## config.mk

```make
export PLATFORM = sky130hd
export DESIGN_NAME = exif_date_signature_scanner_core
export DESIGN_NICKNAME = d
export VERILOG_FILES = /design/src/sv/edss_pkg.sv /design/src/sv/edss_scan.sv /design/src/sv/exif_date_signature_scanner_core.sv
export VERILOG_INCLUDE_DIRS = /design/src /design/src/sv
export SDC_FILE = /design/constraint.sdc
export NUM_CORES = 1
export LEC_CHECK = 0
export ABC_AREA = 1
export BUFFER_PORTS_ARGS = -buffer_cell sky130_fd_sc_hd__buf_2
export CAP_MARGIN = 30
export CORE_MARGIN = 10
export CORE_UTILIZATION = 65
export CTS_BUF_LIST = sky130_fd_sc_hd__clkbuf_8
export DETAILED_ROUTE_END_ITERATION = 16
export GPL_ROUTABILITY_DRIVEN = 0
export GPL_TIMING_DRIVEN = 0
export MAX_ROUTING_LAYER = met4
export PLACE_DENSITY_LB_ADDON = 0.08
export SLEW_MARGIN = 5
export SYNTH_ARGS = -nofsm -noshare
export SYNTH_HDL_FRONTEND = slang
export SYNTH_SLANG_ARGS = --single-unit
```

## constraint.sdc

```tcl
create_clock -name clk -period 8.2 [get_ports clk]
set_input_delay 0.41 -clock clk [delete_from_list [all_inputs] [get_ports clk]]
set_output_delay 0.41 -clock clk [all_outputs]
set_load 0.02 [all_outputs]
```

## src/sv/assert_macros.svh

```systemverilog
// assertion macros used by the top-level rtl file
`ifndef ASSERT_MACROS_SVH
`define ASSERT_MACROS_SVH

// antecedent holds in this cycle, consequent in the same cycle
`define EDSS_ASSERT_IMP(lbl, ante, cons) \
  lbl: assert property (@(posedge clk) disable iff (rst) (ante) |-> (cons)) \
    else $error("edss assertion failed");

// antecedent holds in this cycle, consequent in the next cycle
`define EDSS_ASSERT_NXT(lbl, ante, cons) \
  lbl: assert property (@(posedge clk) disable iff (rst) (ante) |=> (cons)) \
    else $error("edss assertion failed");

`endif

```

## src/sv/edss_pkg.sv

```systemverilog
// types and constants for the date signature scanner
package edss_pkg;

  localparam int WinDepth = 16;
  localparam int YearW = 19;
  localparam int MdW = 13;

  localparam logic [7:0] ColonCode = 8'h3A;
  localparam logic [7:0] SpaceCode = 8'h20;
  localparam logic signed [8:0] DigitBase = 9'sd48;
  localparam logic [15:0] LimitReset = 16'd5000;

  typedef struct packed {
    logic                    found;
    logic signed [YearW-1:0] year;
    logic signed [MdW-1:0]   month;
    logic signed [MdW-1:0]   day;
  } date_t;

  function automatic logic signed [8:0] digit_of(input logic [7:0] b);
    digit_of = $signed({1'b0, b}) - DigitBase;
  endfunction

endpackage

```

## src/sv/edss_scan.sv

```systemverilog
// sliding byte window, signature match and held date
module edss_scan (
  input  logic           clk,
  input  logic           rst,
  input  logic           step,
  input  logic [7:0]     data_byte,
  input  logic           end_of_file,
  input  logic [15:0]    search_limit,
  output edss_pkg::date_t result
);
  import edss_pkg::*;

  logic [7:0]              win [WinDepth];
  logic [7:0]              w   [WinDepth+1];
  logic [15:0]             bytes_seen;
  logic                    match_seen;
  logic signed [YearW-1:0] held_year;
  logic signed [MdW-1:0]   held_month;
  logic signed [MdW-1:0]   held_day;

  logic                    in_range;
  logic                    hit;
  logic signed [8:0]       dg [10];
  logic signed [YearW-1:0] cand_year;
  logic signed [MdW-1:0]   cand_month;
  logic signed [MdW-1:0]   cand_day;

  always_comb begin
    for (int k = 0; k < WinDepth; k++) begin
      w[k] = win[k];
    end
    w[WinDepth] = data_byte;
  end

  always_comb begin
    for (int k = 0; k < 10; k++) begin
      dg[k] = digit_of(w[k]);
    end
  end

  assign in_range = (bytes_seen >= 16'(WinDepth)) && (bytes_seen < search_limit);
  assign hit = in_range && (w[4] == ColonCode) && (w[7] == ColonCode) &&
               (w[10] == SpaceCode) && (w[13] == ColonCode) && (w[16] == ColonCode);

  assign cand_year  = YearW'(dg[0]) * 19'sd1000 + YearW'(dg[1]) * 19'sd100 +
                      YearW'(dg[2]) * 19'sd10 + YearW'(dg[3]);
  assign cand_month = MdW'(dg[5]) * 13'sd10 + MdW'(dg[6]);
  assign cand_day   = MdW'(dg[8]) * 13'sd10 + MdW'(dg[9]);

  always_comb begin
    result.found = hit || match_seen;
    result.year  = hit ? cand_year  : held_year;
    result.month = hit ? cand_month : held_month;
    result.day   = hit ? cand_day   : held_day;
  end

  always_ff @(posedge clk) begin
    if (rst || (step && end_of_file)) begin
      for (int k = 0; k < WinDepth; k++) begin
        win[k] <= '0;
      end
      bytes_seen <= '0;
      match_seen <= 1'b0;
      held_year  <= '0;
      held_month <= '0;
      held_day   <= '0;
    end else if (step) begin
      for (int k = 0; k < WinDepth; k++) begin
        win[k] <= w[k+1];
      end
      if (bytes_seen != 16'hFFFF) begin
        bytes_seen <= bytes_seen + 16'd1;
      end
      if (hit) begin
        match_seen <= 1'b1;
        held_year  <= cand_year;
        held_month <= cand_month;
        held_day   <= cand_day;
      end
    end
  end

endmodule

```

## src/sv/exif_date_signature_scanner_core.sv

```systemverilog
// top level of the date signature scanner
//
//  channel   direction  handshake               payload
//  input     in         in_valid / in_ready     data_byte, end_of_file
//  result    out        out_valid / out_ready   found, year, month, day
//  config    in         cfg_we                  cfg_wdata (search_limit)
//
// one byte per cycle unless a held result stalls the input: input register, then window shift and match compare
// a result is loaded into the output register when its end_of_file byte leaves the input register
// a held result only stalls the input when the next end_of_file byte reaches it
// synchronous reset clears the window and sets search_limit to 5000
module exif_date_signature_scanner_core (
  input  logic                                 clk,
  input  logic                                 rst,
  input  logic                                 in_valid,
  output logic                                 in_ready,
  input  logic [7:0]                           data_byte,
  input  logic                                 end_of_file,
  output logic                                 out_valid,
  input  logic                                 out_ready,
  output logic                                 found,
  output logic signed [edss_pkg::YearW-1:0]    year,
  output logic signed [edss_pkg::MdW-1:0]      month,
  output logic signed [edss_pkg::MdW-1:0]      day,
  input  logic                                 cfg_we,
  input  logic [15:0]                          cfg_wdata
);
  import edss_pkg::*;

  logic [15:0] search_limit;
  logic        s1_valid;
  logic [7:0]  s1_byte;
  logic        s1_last;
  logic        out_free;
  logic        s1_adv;
  date_t       scan_result;

  assign out_free = !out_valid || out_ready;
  assign s1_adv   = s1_valid && (!s1_last || out_free);
  assign in_ready = !s1_valid || s1_adv;

  always_ff @(posedge clk) begin
    if (rst) begin
      search_limit <= LimitReset;
    end else if (cfg_we) begin
      search_limit <= cfg_wdata;
    end
  end

  always_ff @(posedge clk) begin
    if (rst) begin
      s1_valid <= 1'b0;
    end else if (in_ready) begin
      s1_valid <= in_valid;
    end
  end

  always_ff @(posedge clk) begin
    if (in_valid && in_ready) begin
      s1_byte <= data_byte;
      s1_last <= end_of_file;
    end
  end

  edss_scan u_scan (
    .clk         (clk),
    .rst         (rst),
    .step        (s1_adv),
    .data_byte   (s1_byte),
    .end_of_file (s1_last),
    .search_limit(search_limit),
    .result      (scan_result)
  );

  always_ff @(posedge clk) begin
    if (rst) begin
      out_valid <= 1'b0;
    end else if (s1_adv && s1_last) begin
      out_valid <= 1'b1;
    end else if (out_ready) begin
      out_valid <= 1'b0;
    end
  end

  always_ff @(posedge clk) begin
    if (s1_adv && s1_last) begin
      found <= scan_result.found;
      year  <= scan_result.year;
      month <= scan_result.month;
      day   <= scan_result.day;
    end
  end

`include "assert_macros.svh"

  `EDSS_ASSERT_IMP(a_nofind_zero, out_valid && !found, year == '0 && month == '0 && day == '0)
  `EDSS_ASSERT_IMP(a_stall_cause, !in_ready, s1_valid && s1_last && out_valid && !out_ready)
  `EDSS_ASSERT_NXT(a_final_loads, s1_adv && s1_last, out_valid)
  `EDSS_ASSERT_NXT(a_final_holds, s1_valid && s1_last && !out_free, s1_valid && s1_last)

endmodule
```

# Yosys cells after proc, flatten, opt, wreduce, memory -nomap -nowiden
# Memories as Yosys holds them, arrays and structs flattened.
# Cells that the tools add are included.
# word_totals
latchBits	0
inputBits	30
ramBits	128
output_inout_bits	48
mem_bits_ro	0
n_memories	1
reg_bits	135
# mem_list
name	words	word_bits	read_ports	rd_clocked_by_memory_dff	write_ports	line_no	rtl
u_scan.win	16	8	16	0	16	edss_scan.sv:13	logic [7:0] win [WinDepth];
# op_classes
div_mod_pow	0
bitwise_logic	16
n_mul	5
n_mux	26
eq_ne	6
reduce_logical	20
addsub	14
order_cmp	2
n_shift	0
# ops
op	count
two-way mux 8 bit	16
subtractor 8 x 6 -> 9 bit, second input constant	8
== test 8 x 6 -> 1 bit, second input constant	5
adder 19 bit	2
adder 13 x 9 -> 13 bit	2
two-way mux 13 bit	2
multiplier 9 x 4 -> 12 bit, second input constant	2
adder 19 x 9 -> 19 bit	1
two-way mux 19 bit	1
adder 16 x 1 -> 16 bit, second input constant	1
>= comparator 16 x 5 -> 1 bit, second input constant	1
less-than comparator 16 bit	1
multiplier 9 x 8 -> 16 bit, second input constant	1
!= test 16 bit, second input constant	1
OR 1 bit	16
multiplier 9 x 6 -> 15 bit, second input constant	1
multiplier 9 x 4 -> 13 bit, second input constant	1
logical AND 1 bit	9
two-way mux 1 bit	7
logical OR 1 bit	5
AND reduction 2 bit	2
logical NOT 1 bit	3
nonzero test 2 bit	1

# Longest topological paths before layout
# logic_depth
depth_word	9
mapped_depth	40
ltp_nobuf	40

# Hierarchy
# A second synthesis with hierarchy kept.
# unflattened
hier_cells	1931
area_unflattened_um2	17275.3
# modules_own_cells
module	n_inst	area_each_um2	cells_each
edss_scan	1	14964.4	1789
exif_date_signature_scanner_core	1	2311.0	142

# Least setup slack after synthesis
# OpenSTA, ideal clock, no wires.
# synth_path
path_type	reg-to-reg
from	mem u_scan.win[0][5]
to	reg year[17] (netlist name) (data pin)
required_ns	7.945
arrival_ns	6.448
path_stages_with_launch	36
slack_ns	1.497
setup_ns	0.255
path_cell_list	edfxtp_1 nand2_1 inv_1 nor2_1 xor2_1 inv_1 nor2_1 inv_1 nand2_1 inv_1 ha_1 fa_1 fa_1 inv_1 fa_1 inv_1 ha_1 nand2_1 inv_1 nand2_1 nand2_1 a21oi_1 nor2_1 nor2_1 xor2_1 fa_1 fa_1 inv_1 ha_1 a21oi_1 o21ai_0 a21oi_1 nand3b_1 nand2_1 nand2_1 and2_1
# synth_rtl
item	line_no	rtl
start, declared	edss_scan.sv:13	
end signal, assigned	exif_date_signature_scanner_core.sv:88	year <= scan_result.year;
end, declared	exif_date_signature_scanner_core.sv:22	output logic signed [edss_pkg::YearW-1:0] year,

==> flow_summary.json <==
{
  "status": "finished clean",
  "synth_warnings": 0,
  "grt_antenna_before_repair": 0,
  "period_minus_slack_ns": 7.72,
  "die-area_um2": 34100,
  "port_buffers": 76,
  "clk_latency_ns": 0.58,
  "grt_pass1_wl_um": 63200,
  "drive_above_1_share": 0.0759,
  "async_reset_ff_frac": 0,
  "via_count": 13500,
  "ant_nets": 0,
  "grt_pass1_vias": 13500,
  "cp-start-kind": "flip-flop",
  "arrival_ns": 8.03,
  "setup_viol": 0,
  "yosys.area.top_type": "edfxtp_1",
  "drcViolationCount": 0,
  "mappedNetlistArea_um2": 17600,
  "skew_ns": 0.0407,
  "antenna_cells": 0,
  "ys_top_cells_by_area": "edfxtp_1 31%, ha_1 12%, nand2_1 9.4%",
  "path_clk_slew_ns": 0.08,
  "nets": 2481,
  "io_pins": 78,
  "synthCells": 2072,
  "grt_setup_unrepaired": "false",
  "path_buf_inv": 8,
  "die_y_um": 185,
  "start_util": 0.658,
  "relSlewSlack": 0.514,
  "cap_violations": 0,
  "synthTopCellsByCount": "443 x nand2_1, 420 x inv_1, 230 x nor2_1",
  "fp-row-count": 60,
  "slew_viol_final": 0,
  "grt.total_usage": 0.234,
  "wl_per_cell_um": 14.7,
  "crit_type": "reg -> reg",
  "fp.dieW_um": 185,
  "syn_avg_cell_area_um2": 8.51,
  "critPathRequiredTime_ns": 8.51,
  "fill_cells": 2056,
  "cp_top_family": "adder cells",
  "critPathSlowestCell": "fa_1",
  "drt_wl_total_um": 37800,
  "ys_seq_elements": 263,
  "areaGrowthSynthToFinish_pct": 10.7,
  "cts_buffers": 44,
  "slowest_delay_ns": 0.56,
  "cp-end-kind": "flip-flop",
  "hold_path_class": "in -> reg",
  "fmax_ghz": 0.130,
  "post_cts_buffers": 0,
  "root_buffer": "clkbuf_8",
  "viasPerCell": 5.24,
  "grt_max_degree": 96,
  "placed_cell_area_um2": 18500,
  "ys_types": 40,
  "yosysMostFrequentCell": "nand2_1",
  "post-dp-hpwl_um": 29500,
  "worst_path_most_repeated_cell": "inv_1",
  "worst-path-max-fanout": 6,
  "core_area_um2": 26800,
  "tns_ns": 0,
  "clock_path_buffers": 3,
  "syn-num-nets": 2347,
  "yosysTopAreaCellShare": 0.312,
  "design_area_um2": 19500,
  "dr.first_iter.drc_count": 978,
  "timing.final.crit_share": 0.941,
  "synth_edf_count": 183,
  "synth_seq_area_share": 0.402,
  "firstDrtPassIters": 5,
  "cts_num_sinks": 263,
  "cts_resized": 0,
  "grt_overflow": 0,
  "finalHoldViolCount": 0,
  "cts_tree": "built",
  "synth_ff_type": "edfxtp_1",
  "worstMarginPinSlew_ns": 0.726,
  "htreeDepth": 2
}
==> cell families after synthesis <==
kind of cell               synth area share
DFF                                   0.402
adders and majority gates             0.204
other                              0.000213
buffers and inverters                 0.102
xor gates and xnor gates             0.0442
AOI/OAI and AO/OA                    0.0622
and+or+nand+nor                       0.185
==> stage by stage <==
stage | utilization | hold slack [ns] | worst slack, ns | cells
5_1_grt | 0.729 | 0.0430 | 0.0842 | 2582
3_5_place_dp | 0.691 | 0.439 | 0.568 | 2492
2_1_floorplan | - | 0.426 | 1.50 | 2072
6_report | 0.729 | 0.0563 | 0.484 | 2582
4_1_cts | 0.729 | 0.0247 | 0.535 | 2582
3_3_place_gp | 0.688 | 0.436 | 0.712 | 2489
==> repair_timing <==
action                                 CTS  global route
hold buffers                             9             0
setup endpoints to repair                0             0
endpoints found under the hold margin    9             0
==> placed cells by master (no fill, tap or decap), types with 10 or more instances in the layout <==
master,n
nor2_1,230
edfxtp_1,183
clkinv_1,10
fa_1,70
nor3_1,17
nand2_1,443
xnor2_1,39
ha_1,175
nand3_1,70
inv_1,431
xor2_1,50
dfxtp_1,80
clkbuf_1,18
nand4_1,20
o21ai_1,13
a21oi_1,105
clkbuf_8,45
buf_2,80
o21ai_0,61
==> sequential cells by signal, summed over array words and instances (netlist names), 13 cells and up <==
signal,cells
u_scan.held_day,13
day,13
u_scan.bytes_seen,16
search_limit,16
year,19
u_scan.win,128
month,13
u_scan.held_month,13
u_scan.held_year,19
==> tightest hold or removal path: stages <==
cell     delay, ns
buf_2         0.08
a21oi_1       0.05
o21ai_0       0.06
==> final cells by class <==
| cell class | count | area (um^2) | area share |
|---|---|---|---|
| Clock inverter | 36 | 300 | 0.0154 |
| Clock buffer | 45 | 619 | 0.0317 |
| Inverter | 424 | 1600 | 0.0818 |
| Tap cell | 341 | 427 | 0.0219 |
| Sequential cell | 263 | 7100 | 0.363 |
| Timing Repair Buffer | 88 | 533 | 0.0273 |
| Buffer | 38 | 211 | 0.0108 |
| Multi-Input combinational cell | 1347 | 8740 | 0.448 |
==> path summary, 6_finish.rpt <==
check / start / endpoint / slack (ns) / cells after the start
max: u_scan.win[0][5] / year[18] / 0.48 / 34
min: cfg_wdata[3] / search_limit[3] / 0.06 / 3
max reg2reg: u_scan.win[0][5] / year[18] / 0.48 / 34
min reg2reg: u_scan.held_month[12] / u_scan.held_month[12] / 0.45 / 2
==> routing by layer <==
metal  part of all wire  GRT usage  vias to the layer above
met3              0.050     0.0297                       71
met1               0.45      0.296                     6299
met5                  0          -                        -
met4              0.029     0.0767                        0
li1                   -          -                     6809
met2               0.47      0.383                      354
Power is not shown: default switching activity piles up to over one toggle a cycle in this logic, so the estimate is an artifact.
